<file path="src/rtl/mse_pkg.sv">
// shared types and constants for the merge sort engine
`default_nettype none

package mse_pkg;

    localparam int DATA_W           = 32;
    localparam int MAX_ELEMENTS_DEF = 64;

    // input beat payload
    typedef struct packed {
        logic signed [DATA_W-1:0] value;
        logic                     last_item;
    } t_in_item;

    // output beat payload
    typedef struct packed {
        logic signed [DATA_W-1:0] sorted_value;
        logic                     last_result;
    } t_out_item;

    // controller states
    typedef enum logic [1:0] {
        S_LOAD,
        S_SETUP,
        S_MERGE,
        S_OUT
    } t_state;

    // controller to datapath commands
    typedef struct packed {
        logic load;
        logic rewind;
        logic init;
        logic step;
        logic out_adv;
        logic clear;
    } t_cmd;

    // datapath to controller status
    typedef struct packed {
        logic sort_more;
        logic pass_end;
        logic out_last;
    } t_stat;

endpackage

`default_nettype wire

</file>
<file path="src/rtl/mse_ctrl.sv">
// sequencer for load, merge passes and output of the merge sort engine
`default_nettype none

module mse_ctrl
    import mse_pkg::*;
(
    input  wire logic  i_clk,
    input  wire logic  i_rst_n,
    input  wire logic  i_in_valid,
    input  wire logic  i_last_item,
    input  wire logic  i_out_stall,
    input  wire t_stat i_stat,
    output logic       o_in_stall,
    output logic       o_out_valid,
    output t_cmd       o_cmd
);

    t_state r_state;
    t_state n_state;

    always_ff @(posedge i_clk) begin
        if (!i_rst_n) begin
            r_state <= S_LOAD;
        end else begin
            r_state <= n_state;
        end
    end

    always_comb begin
        n_state     = r_state;
        o_in_stall  = 1'b1;
        o_out_valid = 1'b0;
        o_cmd       = '0;
        case (r_state)
            S_LOAD: begin
                o_in_stall = 1'b0;
                if (i_in_valid) begin
                    o_cmd.load = 1'b1;
                    if (i_last_item) begin
                        n_state = S_SETUP;
                    end
                end
            end
            S_SETUP: begin
                o_cmd.rewind = 1'b1;
                if (i_stat.sort_more) begin
                    o_cmd.init = 1'b1;
                    n_state    = S_MERGE;
                end else begin
                    n_state = S_OUT;
                end
            end
            S_MERGE: begin
                o_cmd.step = 1'b1;
                if (i_stat.pass_end) begin
                    n_state = S_SETUP;
                end
            end
            S_OUT: begin
                o_out_valid = 1'b1;
                if (!i_out_stall) begin
                    o_cmd.out_adv = 1'b1;
                    if (i_stat.out_last) begin
                        o_cmd.clear = 1'b1;
                        n_state     = S_LOAD;
                    end
                end
            end
            default: begin
                n_state = S_LOAD;
            end
        endcase
    end

`ifndef SYNTHESIS
    // a set always ends with a flagged beat before loading resumes
    a_out_to_load: assert property (@(posedge i_clk) disable iff (!i_rst_n)
        (r_state == S_OUT && n_state == S_LOAD) |-> i_stat.out_last)
        else $error("left output before last beat");

    // merging only follows a pass setup that found more passes
    a_merge_entry: assert property (@(posedge i_clk) disable iff (!i_rst_n)
        (r_state == S_MERGE && $past(r_state) != S_MERGE) |-> $past(i_stat.sort_more))
        else $error("merge entered without pending pass");

    // inputs are never taken while results are pending
    a_no_load_in_out: assert property (@(posedge i_clk) disable iff (!i_rst_n)
        o_out_valid |-> o_in_stall)
        else $error("input accepted during output");
`endif

endmodule

`default_nettype wire

</file>
<file path="config.mk">
export PLATFORM = sky130hd
export DESIGN_NAME = mse_ctrl
export DESIGN_NICKNAME = d
export VERILOG_FILES = /design/src/rtl/mse_pkg.sv /design/src/rtl/mse_ctrl.sv
export SDC_FILE = /design/constraint.sdc
export NUM_CORES = 1
export LEC_CHECK = 0
export BUFFER_PORTS_ARGS = -buffer_cell sky130_fd_sc_hd__buf_4
export CAP_MARGIN = 20
export CORE_AREA = 2 2 39 41
export DETAILED_ROUTE_END_ITERATION = 8
export DIE_AREA = 0 0 41 43
export SYNTH_ARGS = -nofsm -noshare
export SYNTH_HDL_FRONTEND = slang
export SYNTH_SLANG_ARGS = --single-unit
</file>
<file path="constraint.sdc">
create_clock -name i_clk -period 1.2 [get_ports i_clk]
set_input_delay 0.3 -clock i_clk [delete_from_list [all_inputs] [get_ports i_clk]]
set_output_delay 0.3 -clock i_clk [all_outputs]
set_load 0.01 [all_outputs]
</file>
Yosys cells after proc, flatten, opt, wreduce, memory -nomap -nowiden
Cells that the tools add are included.
Word-level totals
  output and inout port bits: 8
  bits of input ports: 8
  word-level logic and storage cells: 28
  register bits: 2
Cells by class
  eq/ne operators: 8
  muxes and demuxes: 17
  reductions and logical operators: 2
Operator list (count)
  two-way mux 2 bit: 8
  inequality test 2 bit (second input constant): 5
  two-way mux 1 bit: 8
  case mux 2 bit (4 select lines): 1
  AND reduction 5 bit: 1
  == test 2 bit (second input constant): 2
  == test 2 x 1 -> 1 bit (second input constant): 1
  zero test 2 bit: 1

Logic depth before layout (Yosys ltp)
  depth after elaboration: 3
  mapped depth: 3
  mapped depth without buffers: 3

Worst setup path before layout
Ideal clock, no wire load.
  path type: reg-to-output
  start point: register r_state[1]
  end point: output port o_cmd[5] (netlist name)
  required time: 0.900 ns
  stages on the path, launching flop included: 3
  path slack: 0.055 ns
  arrival time: 0.845 ns
  buffers on the path: 0
  path through: dfxtp_1 > or2_2 > nor2_1
RTL lines
  from (decl): RTL line mse_ctrl.sv:18  | t_state r_state;
  from (signal assigned): RTL line mse_ctrl.sv:25  | r_state <= n_state;
  to (decl): RTL line mse_ctrl.sv:15  | output t_cmd o_cmd

==> flow_metrics.tcl <==
set metrics [dict create \
    status "finished with violations" \
    violations "negative setup slack" \
    cp-end-kind "output port" \
    overflow 0 \
    gp_congestion 0.558 \
    portBuffers 15 \
    rr_startpoint "r_state[0]" \
    ys_ff_latch 2 \
    fin_crit_sh_pct 113 \
    wl_um 516 \
    ys_seq_area_share_pct 24.2 \
    largest_reg_flops 2 \
    wl_per_cell_um 8.90 \
    antenna_found_initial 0 \
    slew_headroom_pct 88.8 \
    p_leak_nw 0.193 \
    r2r_end "r_state[0]" \
    synth_nets 31 \
    die_w_um 41 \
    postCtsSetupRepairBufs 0 \
    drive_gt1_share_pct 71.4 \
    rsz0062_at_grt "yes" \
    synthArstFlopShare_pct 0 \
    dp_slack_ps -29.0 \
    p_per_area_nw_per_um2 952 \
    yosys_warnings 0 \
    numCtsBuffers 3 \
    start_util_pct 11.9 \
    crit_end "o_cmd[3]" \
    synthTopCellsByCount "dfxtp_1 (2), inv_1 (2), nand2_1 (2), nor2_1 (2), nor2b_1 (2)" \
    arrival_ps 1050 \
    cp_max_fo 8 \
    drv_cap 0 \
    gr-usage-all-layers_pct 7.61 \
    cts_max_level 1 \
    setup_viol 8 \
    yosys.cell_types.count 18 \
    layout_setup_ws_ps -154 \
    reg_top3 "r_state (2)" \
    finalPower_uw 347 \
    hold_buffers 0 \
    clk_path_buf_depth 2 \
    clock_skew_ps 2.55 \
    viasPerCell 3.78 \
    max_freq_mhz 739 \
    ant_nets 0 \
    yosysTopAreaCell "dfxtp_1" \
    r2r_cells 4 \
    syn_avg_cell_area_um2 7.18 \
    root_buffer "clkbuf_4" \
    crit_type "reg2out" \
    fin_crit_ps 1350 \
    maxSlewViolCount 0 \
    synth_area_leaders "dfxtp_1 (24%), nor2b_1 (7.6%), and2b_2 (5.3%)" \
    cts_sinks 2 \
    synth-edff-count 0 \
    drt_iter0_drc 0 \
    dr.pass1.iters 1 \
    chipHeight_um 43 \
    first_global_vias 213 \
    crit_start "r_state[1]" \
    hold_viol 0 \
    core_um2 1380 \
    dp_hpwl_um 365 \
    hold_path.class "in2reg" \
    synth_top_area_share_pct 24.2 \
    startpoint_type "register" \
    netlist_area_um2 165 \
    vias 219 \
    antenna_cells 0 \
    nNetsFinal 52 \
    stdcell_area_um2 364 \
    synthFlopType "dfxtp_1" \
    die-area_um2 1760 \
    cts_tree "done" \
    peakVddDrop_mv 0.326 \
    clk_latency_ps 220 \
    rrSetupSlack_ps 250 \
    crit_required_ps 900 \
    core.rowCount 14 \
    dpl_cell_area_um2 305 \
    drc_errors 0 \
    clk_pin_slew_ps 30 \
    area_growth_pct 120 \
    io_pins 16 \
    synthCells 23 \
    grt_max_degree 9 \
    grt_pass1_wl_um 765 \
    largest_register "r_state" \
    worst_slew_pin_slew_ps 167 \
]
[where the power goes]
| part | internal (mW) | switching [mW] | leakage (nW) |
|---|---|---|---|
| clock network | 0.110 | 0.0364 | 0.0138 |
| logic | 0.0746 | 0.0415 | 0.161 |
| registers | 0.0735 | 0.0104 | 0.0178 |
[logic make-up after synthesis]
group           count (synthesis)  synth area share [%]
compound gates                  4                  13.6
buf+inv                         3                  9.09
flops                           2                  24.2
simple gates                   14                  53.0
[critical path, stage by stage (launching register included)]
cell	delay, ps
dfxtp_4	370
and2b_2	220
and2_4	130
buf_6	110
[per-layer routing]
layer	routed length, µm	track usage [%]
met1	145	5.10
met2	286	11.3
met3	71	6.28
met4	13	8.00
met5	0	0
[cells in the final DEF, fill, tap and decap left out, drive strengths merged]
cell type	Yosys	final
a21oi	1	1
and2	1	1
and2b	2	2
and3	1	1
and3b	1	1
buf	1	17
clkbuf	0	3
dfxtp	2	2
inv	2	2
nand2	2	2
nor2	2	2
nor2b	3	3
nor3b	1	1
o21a	1	1
o21ai	2	2
or2	1	1
[worst min-delay path by stage]
stage            start          to  depth (start not counted)  slack, ps
2_1_floorplan  i_rst_n  r_state[1]                          1        420
3_3_place_gp   i_rst_n  r_state[1]                          2        510
3_5_place_dp   i_rst_n  r_state[1]                          2        520
4_1_cts        i_rst_n  r_state[1]                          2        280
5_1_grt        i_rst_n  r_state[1]                          2        300
6_report       i_rst_n  r_state[1]                          2        290
[repair_timing]
action | 4_1_cts | 5_1_grt
pin swaps | 3 | 3
hold endpoints to repair | 0 | 0
setup endpoints to repair | 8 | 8
cloned | 0 | 0
gates resized for setup | 10 | 3
[layout make-up]
cell class,instances,area (µm²)
Fill cell,157,1020
Timing Repair Buffer,17,139
Multi-Input combinational cell,18,128
Sequential cell,2,47.5
Clock buffer,3,22.5
Tap cell,16,20.0
Inverter,2,7.51
[stage by stage]
stage	cells	utilization, %	hold WS, ps	setup TNS, ps
after floorplan	23	-	418	0
after global placement	55	22.1	512	-8.54
after detailed placement	55	22.1	518	-29.0
after global routing	58	26.3	304	-984
after CTS	58	25.8	279	-739
final	58	26.3	287	-610
(Power assumes the default switching activity.)
